--- src/hw/rtl/fix_layer_tile_row_renderer_defines.svh ---
// assertion macros shared by the fix layer tile row renderer
`ifndef FIX_LAYER_TILE_ROW_RENDERER_DEFINES_SVH
`define FIX_LAYER_TILE_ROW_RENDERER_DEFINES_SVH

// same-cycle implication, checked on clk, off during reset
`define FLTR_ASSERT_NOW(name, pre, post) \
    name: assert property (@(posedge clk) disable iff (!rst_n) (pre) |-> (post)) \
        else $error("fltr check failed");

// next-cycle implication, checked on clk, off during reset
`define FLTR_ASSERT_NEXT(name, pre, post) \
    name: assert property (@(posedge clk) disable iff (!rst_n) (pre) |=> (post)) \
        else $error("fltr check failed");

`endif

--- src/hw/rtl/fltr_pkg.sv ---
// shared constants, opcodes and queue entry type for the tile row renderer
package fltr_pkg;

    localparam int MAP_COLS    = 40;
    localparam int MAP_ROWS    = 28;
    localparam int TILE_COUNT  = 4096;
    localparam int TILE_AW     = $clog2(TILE_COUNT);
    localparam int PAL_DEPTH   = 256;
    localparam int PIX_PER_ROW = 8;
    localparam int Q_DEPTH     = 4;
    localparam int Q_AW        = $clog2(Q_DEPTH);
    localparam int Q_CW        = $clog2(Q_DEPTH + 1);

    localparam logic [1:0] OP_PAL_WR = 2'd0;
    localparam logic [1:0] OP_USE_WR = 2'd1;
    localparam logic [1:0] OP_DRAW   = 2'd2;

    typedef struct packed {
        logic        is_pal;
        logic [7:0]  pal_index;
        logic [15:0] pal_value;
        logic [3:0]  bank;
        logic [31:0] pattern;
        logic [5:0]  col;
        logic [7:0]  y;
        logic [7:0]  mask;
    } fltr_op_t;

endpackage

--- src/hw/rtl/fltr_queue.sv ---
// short fifo of classified work between front and back end
module fltr_queue
(
    input  logic               clk,
    input  logic               rst_n,
    input  logic               push,
    input  fltr_pkg::fltr_op_t push_op,
    output logic               full,
    input  logic               pop,
    output logic               empty,
    output fltr_pkg::fltr_op_t head_op
);

    fltr_pkg::fltr_op_t        mem_reg [fltr_pkg::Q_DEPTH];
    logic [fltr_pkg::Q_AW-1:0] wr_ptr_reg;
    logic [fltr_pkg::Q_AW-1:0] rd_ptr_reg;
    logic [fltr_pkg::Q_CW-1:0] count_reg;
    logic [fltr_pkg::Q_CW-1:0] count_next;

    assign full    = (count_reg == fltr_pkg::Q_CW'(fltr_pkg::Q_DEPTH));
    assign empty   = (count_reg == '0);
    assign head_op = mem_reg[rd_ptr_reg];

    always_comb
    begin
        count_next = count_reg;
        if (push && !pop)
        begin
            count_next = count_reg + 1'b1;
        end
        else if (pop && !push)
        begin
            count_next = count_reg - 1'b1;
        end
    end

    always_ff @(posedge clk)
    begin
        if (push)
        begin
            mem_reg[wr_ptr_reg] <= push_op;
        end
    end

    always_ff @(posedge clk or negedge rst_n)
    begin
        if (!rst_n)
        begin
            wr_ptr_reg <= '0;
            rd_ptr_reg <= '0;
            count_reg  <= '0;
        end
        else
        begin
            count_reg <= count_next;
            if (push)
            begin
                wr_ptr_reg <= wr_ptr_reg + 1'b1;
            end
            if (pop)
            begin
                rd_ptr_reg <= rd_ptr_reg + 1'b1;
            end
        end
    end

endmodule

--- config.mk ---
export PLATFORM = sky130hd
export DESIGN_NAME = fltr_queue
export DESIGN_NICKNAME = d
export VERILOG_FILES = /design/src/hw/rtl/fix_layer_tile_row_renderer_defines.svh /design/src/hw/rtl/fltr_pkg.sv /design/src/hw/rtl/fltr_queue.sv
export SDC_FILE = /design/constraint.sdc
export NUM_CORES = 1
export LEC_CHECK = 0
export BUFFER_PORTS_ARGS = -buffer_cell sky130_fd_sc_hd__buf_2
export CAP_MARGIN = 30
export CORE_MARGIN = 4
export CORE_UTILIZATION = 55
export DETAILED_ROUTE_END_ITERATION = 6
export PLACE_DENSITY_LB_ADDON = 0.2
export SYNTH_ARGS = -nofsm -noshare
export SYNTH_HDL_FRONTEND = slang
export SYNTH_SLANG_ARGS = --single-unit
--- constraint.sdc ---
create_clock -name clk -period 5.8 [get_ports clk]
set_clock_uncertainty 0.1 [all_clocks]
set_input_delay 0.58 -clock clk [delete_from_list [all_inputs] [get_ports clk]]
set_output_delay 0.58 -clock clk [all_outputs]
set_load 0.1 [all_outputs]
==> results.json, run 1 <==
{
  "status": "finished, final reports clean",
  "place_congestion": 0.709,
  "tightest_slew_ns": 0.863,
  "use_met3": 0.0487,
  "drive_gt1_frac": 0.462,
  "max-cap-violations": 0,
  "synth.distinct_cells": 20,
  "use_met1": 0.248,
  "antenna_found_initial": 3,
  "start_util": 0.564,
  "synth_area_leader_cell": "edfxtp_1",
  "die_h_um": 158,
  "synthArstFlopShare": 0.0206,
  "synth.avg_cell_area_um2": 26.6,
  "grt_max_degree": 51,
  "yosysMostFrequentCell": "edfxtp_1",
  "dieArea_um2": 25100,
  "setup_viol": 0,
  "largest_reg_flops": 332,
  "synth-compound-area-share": 0.000403,
  "grt-ovfl-total": 0,
  "fin_crit_ns": 3.53,
  "rows": 54,
  "slew_headroom": 0.424,
  "synthSimpleGateAreaFrac": 0.00393,
  "ant_nets": 0,
  "drc": 0,
  "wl_per_cell_um": 23.3,
  "final_nets": 758,
  "core_um2": 22000,
  "crit_fanout": 44,
  "synth_top_area_share": 0.802,
  "grt_pass1_wl_mm": 34.6,
  "drt_iter0_drc": 314,
  "synthMuxAreaShare": 0.151,
  "cts_resized": 0,
  "worstPathRequired_ns": 5.12,
  "synthFlopType": "edfxtp_1",
  "synth_edf_count": 332,
  "cts_buffers": 36,
  "routed_wl_mm": 22.7,
  "cts.sinks": 339,
  "clk_latency_ns": 0.50,
  "clk_pin_slew_ns": 0.06,
  "areaGrowthSynthToFinish_pct": 18.5,
  "die_w_um": 158,
  "via_per_inst": 5.72,
  "cts_tree": "built",
  "cp-end-kind": "output port",
  "pin_count": 172,
  "synth_xor_area_frac": 0.00423,
  "synth.cell_area_um2": 12400,
  "cp_data_arrival_time_ns": 2.85,
  "worstHoldPathType": "primary input to flip-flop",
  "synth_top_family_by_area": "multiplexers",
  "grt_usage": 0.184,
  "yosys_warnings": 0,
  "synth_fa_ha_area_frac": 0.00665,
  "nFillCells": 1384,
  "dp_slack_ns": 2.72,
  "synthTopCellsByArea": "edfxtp_1, mux4_2, dfrtp_1",
  "hpwl_mm": 13.5,
  "postSynthCellCount": 468,
  "hold_violations": 0,
  "synth_nets": 561,
  "grt-busiest-layer": "met2",
  "cts_max_level": 2,
  "antenna_cells": 0,
  "firstDrtPassIters": 4,
  "criticalPathCategory": "flip-flop to output port",
  "vias": 5570,
  "min_period_over_period": 0.608,
  "fmax_ghz": 0.284,
  "synth_common_cells": "edfxtp_1, mux4_2, buf_2, dfrtp_1, buf_12",
  "rsz0062_at_grt": "false",
  "report.final.slew_viol_count": 0,
  "grt_pass1_vias": 6079,
  "grt_use_met2": 0.307,
  "setup_tns_ns": 0,
  "cp-start-kind": "flip-flop",
  "layout_setup_ws_ns": 2.27,
  "cts_root_buf": "clkbuf_16",
  "clk_path_buf_depth": 3,
  "fin_util": 0.668,
  "ys_ff_latch": 339,
  "io_buffer_count": 171,
  "seq_area_frac_synth": 0.816
}
[cells by family after synthesis]
logic type / Yosys count
compound gates: 1
fa+ha+maj: 6
simple gates: 9
buf+inv: 23
mux: 84
xor+xnor: 6
flops: 339
[cell type report]
type,count,area [um^2],area share
multi-input combinational,106,2080,0.141
clock inverter,24,254,0.0173
tap,280,350,0.0238
timing repair buffer,178,923,0.0627
inverter,4,15.0,0.00102
clock buffer,42,945,0.0642
sequential,339,10200,0.690
[stage by stage]
| step | area, um^2 | cells | hold slack, ns |
|---|---|---|---|
| after floorplan | 12400 | 468 | 0.184 |
| after global placement | 13500 | 906 | 0.319 |
| after detailed placement | 13500 | 906 | 0.323 |
| after CTS | 14700 | 973 | 0.161 |
| after global routing | 14700 | 973 | 0.165 |
| final | 14700 | 973 | 0.185 |
[what timing repair did]
item | 4_1_cts | 5_1_grt
endpoints found under the setup margin | 0 | 0
buffers inserted | 0 | 0
hold buffers | 1 | 0
endpoints found under the hold margin | 7 | 0
[cells in the final DEF (no fill, tap or decap), drive strengths merged]
cell type,Yosys,routed
and2,4,4
nor3,1,1
mux4,83,83
buf,17,177
fa,1,1
edfxtp,332,332
bufinv,0,5
clkinvlp,0,2
o21ai,1,1
clkbuf,2,42
nor2,1,1
nand2,2,2
nor3b,1,1
dlygate4sd3,0,1
xnor2,2,2
dfrtp,7,7
inv,4,7
xor2,4,4
clkinv,0,14
ha,5,5
mux2,1,1
[worst max-delay path, stage by stage, from the launching register on]
cell     delay [ns]
dfrtp_4        1.00
buf_12         0.42
mux4_2         0.57
buf_2          0.31
[per-layer routing]
layer  up-vias  wire, um
met5         -        28
li1       2411         -
met3        37      1570
met4         6       373
met1      2929      9120
met2       187     11600
[path summary, 6_finish.rpt]
kind	slack, ns	endpoint	cells past startpoint	start
min in group asynchronous	0.35	rd_ptr_reg[1]	2	rst_n
min	0.19	mem_reg[0][71]	1	push_op[71]
max reg2reg	3.40	mem_reg[0][27]	4	wr_ptr_reg[0]
max in group asynchronous	5.08	rd_ptr_reg[0]	2	rst_n
max	2.27	head_op[36]	3	rd_ptr_reg[0]
min reg2reg	0.40	count_reg[2]	1	count_reg[2]
Power of run 1 is not shown: default switching activity piles up to over one toggle a cycle in this logic, so the estimate is an artifact.
==> inputs of run 2 (changes only) <==
--- a/config.mk
+++ b/config.mk
@@ -5,6 +5,7 @@
 export SDC_FILE = /design/constraint.sdc
 export NUM_CORES = 1
 export LEC_CHECK = 0
+export ABC_AREA = 1
 export BUFFER_PORTS_ARGS = -buffer_cell sky130_fd_sc_hd__buf_2
 export CAP_MARGIN = 30
 export CORE_MARGIN = 4
==> constraint.sdc (replaced) <==
create_clock -name clk -period 3.4 [get_ports clk]
set_clock_uncertainty 0.1 [all_clocks]
set_input_delay 0.34 -clock clk [delete_from_list [all_inputs] [get_ports clk]]
set_output_delay 0.34 -clock clk [all_outputs]
set_load 0.1 [all_outputs]
==> results.json, run 2 <==
{
  "worstHoldPathType": "primary input to flip-flop",
  "cp_data_arrival_time_ns": 2.38,
  "grt_pass1_wl_mm": 41.7,
  "cts_root_buf": "clkbuf_16",
  "crit_fanout": 54,
  "setup_tns_ns": 0,
  "report.final.slew_viol_count": 0,
  "antenna_found_initial": 2,
  "die_w_um": 165,
  "final_nets": 1362,
  "synth_edf_count": 332,
  "cp-end-kind": "output port",
  "largest_reg_flops": 332,
  "status": "finished, final reports clean",
  "synth_nets": 1109,
  "layout_setup_ws_ns": 0.583,
  "slew_headroom": 0.557,
  "fmax_ghz": 0.355,
  "areaGrowthSynthToFinish_pct": 21.5,
  "r2r_end": "mem_reg[0][19]",
  "timing.rr.start": "wr_ptr_reg[0]",
  "synthTopCellsByArea": "edfxtp_1, o211ai_1, nand2_1",
  "clk_path_buf_depth": 3,
  "io_buffer_count": 171,
  "core_um2": 24300,
  "seq_area_frac_synth": 0.745,
  "multi_input_area_um2": 2370,
  "fin_util": 0.680,
  "synth.distinct_cells": 18,
  "yosysMostFrequentCell": "edfxtp_1",
  "die_h_um": 165,
  "synth_common_cells": "edfxtp_1, nand2_1, inv_1",
  "ant_nets": 0,
  "vias": 8198,
  "criticalPathCategory": "flip-flop to output port",
  "synthFlopType": "edfxtp_1",
  "fin_crit_ns": 2.82,
  "min_path_cells": 2,
  "grt-ovfl-total": 0,
  "start_util": 0.560,
  "synth.avg_cell_area_um2": 13.4,
  "synth_top_area_share": 0.732,
  "rows": 57,
  "layout_commonest_cell": "edfxtp_1",
  "yosys_warnings": 0,
  "via_per_inst": 5.07,
  "routed_wl_mm": 26.5,
  "firstDrtPassIters": 5,
  "drive_gt1_frac": 0.185,
  "whs_ns": 0.0290,
  "drt_iter0_drc": 542,
  "reg2reg_depth": 5,
  "cp-start-kind": "flip-flop",
  "cts_resized": 0,
  "synth.cell_area_um2": 13600,
  "worstPathRequired_ns": 2.96,
  "dp_slack_ns": 1.09,
  "min_period_over_period": 0.829,
  "nFillCells": 1734,
  "seq_area_um2": 10200,
  "synthArstFlopShare": 0.0206,
  "final_cell_mix": "edfxtp_1, nand2_1, inv_1, buf_2, o211ai_1",
  "hold_violations": 0,
  "grt_pass1_vias": 8180,
  "wl_per_cell_um": 16.4,
  "rsz0062_at_grt": "false",
  "grt_max_degree": 117,
  "place_congestion": 0.755,
  "cts_tree": "built",
  "cts.sinks": 339,
  "cts_buffers": 36,
  "postSynthCellCount": 1016,
  "grt_usage": 0.196,
  "r2r_slack_ns": 1.38,
  "drc": 0,
  "ys_ff_latch": 339,
  "dieArea_um2": 27300,
  "synth_area_leader_cell": "edfxtp_1",
  "cts_max_level": 2,
  "tightest_slew_ns": 0.665,
  "setup_viol": 0,
  "clk_pin_slew_ns": 0.06,
  "hp-start": "push",
  "pin_count": 172,
  "hpwl_mm": 15.2,
  "clk_latency_ns": 0.50,
  "hold_end": "wr_ptr_reg[0]",
  "max-cap-violations": 0
}
==> run 2: changes by cell type after synthesis, sizes merged, moves of 2 or more <==
| cell | delta |
|---|---|
| and2 | -4 |
| clkbuf | +2 |
| nand2 | +260 |
| o211ai | +166 |
| buf | +35 |
| mux4 | -83 |
| inv | +174 |
==> run 2: logic make-up (layout without fill, tap and decap cells) <==
family,after synthesis,in the layout,share of synthesized area
AOI/OAI and AO/OA,167,167,0.0919
buffers and inverters,234,511,0.0803
DFF,339,339,0.745
and+or+nand+nor,266,266,0.0738
xor gates and xnor gates,4,4,0.00257
adders and majority gates,6,6,0.00607
other,0,1,0
==> run 2: what timing repair did <==
| action | in CTS | in global routing |
|---|---|---|
| hold buffers | 85 | 0 |
| endpoints found under the setup margin | 0 | 0 |
| setup buffers | 0 | 0 |
| hold endpoints to repair | 340 | 0 |
==> run 2: routing by layer <==
metal / part of all wire / vias up / wire [um] / global-route usage
li1: - / 4046 / - / -
met1: 0.42 / 3884 / 11200 / 0.256
met2: 0.50 / 202 / 13200 / 0.332
met3: 0.053 / 64 / 1410 / 0.0407
met4: 0.028 / 2 / 736 / 0.0634
met5: 0.00049 / - / 13 / 0
==> run 2: area by class of cell <==
type / instances / area share
timing repair buffer: 271 / 0.115
inverter: 178 / 0.0409
clock inverter: 14 / 0.00401
sequential: 339 / 0.614
antenna: 1 / 0.000151
clock buffer: 48 / 0.0585
multi-input combinational: 443 / 0.144
tap: 324 / 0.0245
==> run 2: critical path, stage by stage, from the launching register on <==
cell and delay (ns):
dfrtp_4 0.63, buf_4 0.50, o211ai_1 0.19, nand2_1 0.10, buf_2 0.42
==> run 2: worst max path at each step <==
stage / from / end / slack, ns / cells after the start
after floorplan: count_reg[0] / empty / 0.46 / 1
after global placement: rd_ptr_reg[0] / head_op[81] / 1.11 / 4
after detailed placement: rd_ptr_reg[0] / head_op[75] / 1.09 / 4
after CTS: rd_ptr_reg[0] / head_op[75] / 0.56 / 4
after global routing: rd_ptr_reg[0] / head_op[81] / 0.44 / 4
final: rd_ptr_reg[0] / head_op[75] / 0.58 / 4
==> run 2: through the flow <==
step | area, um^2 | cells
3_3_place_gp | 14700 | 1470
4_1_cts | 16500 | 1617
2_1_floorplan | 13600 | 1016
6_report | 16500 | 1618
3_5_place_dp | 14700 | 1470
5_1_grt | 16500 | 1618
Power of run 2 is left out for the same reason.
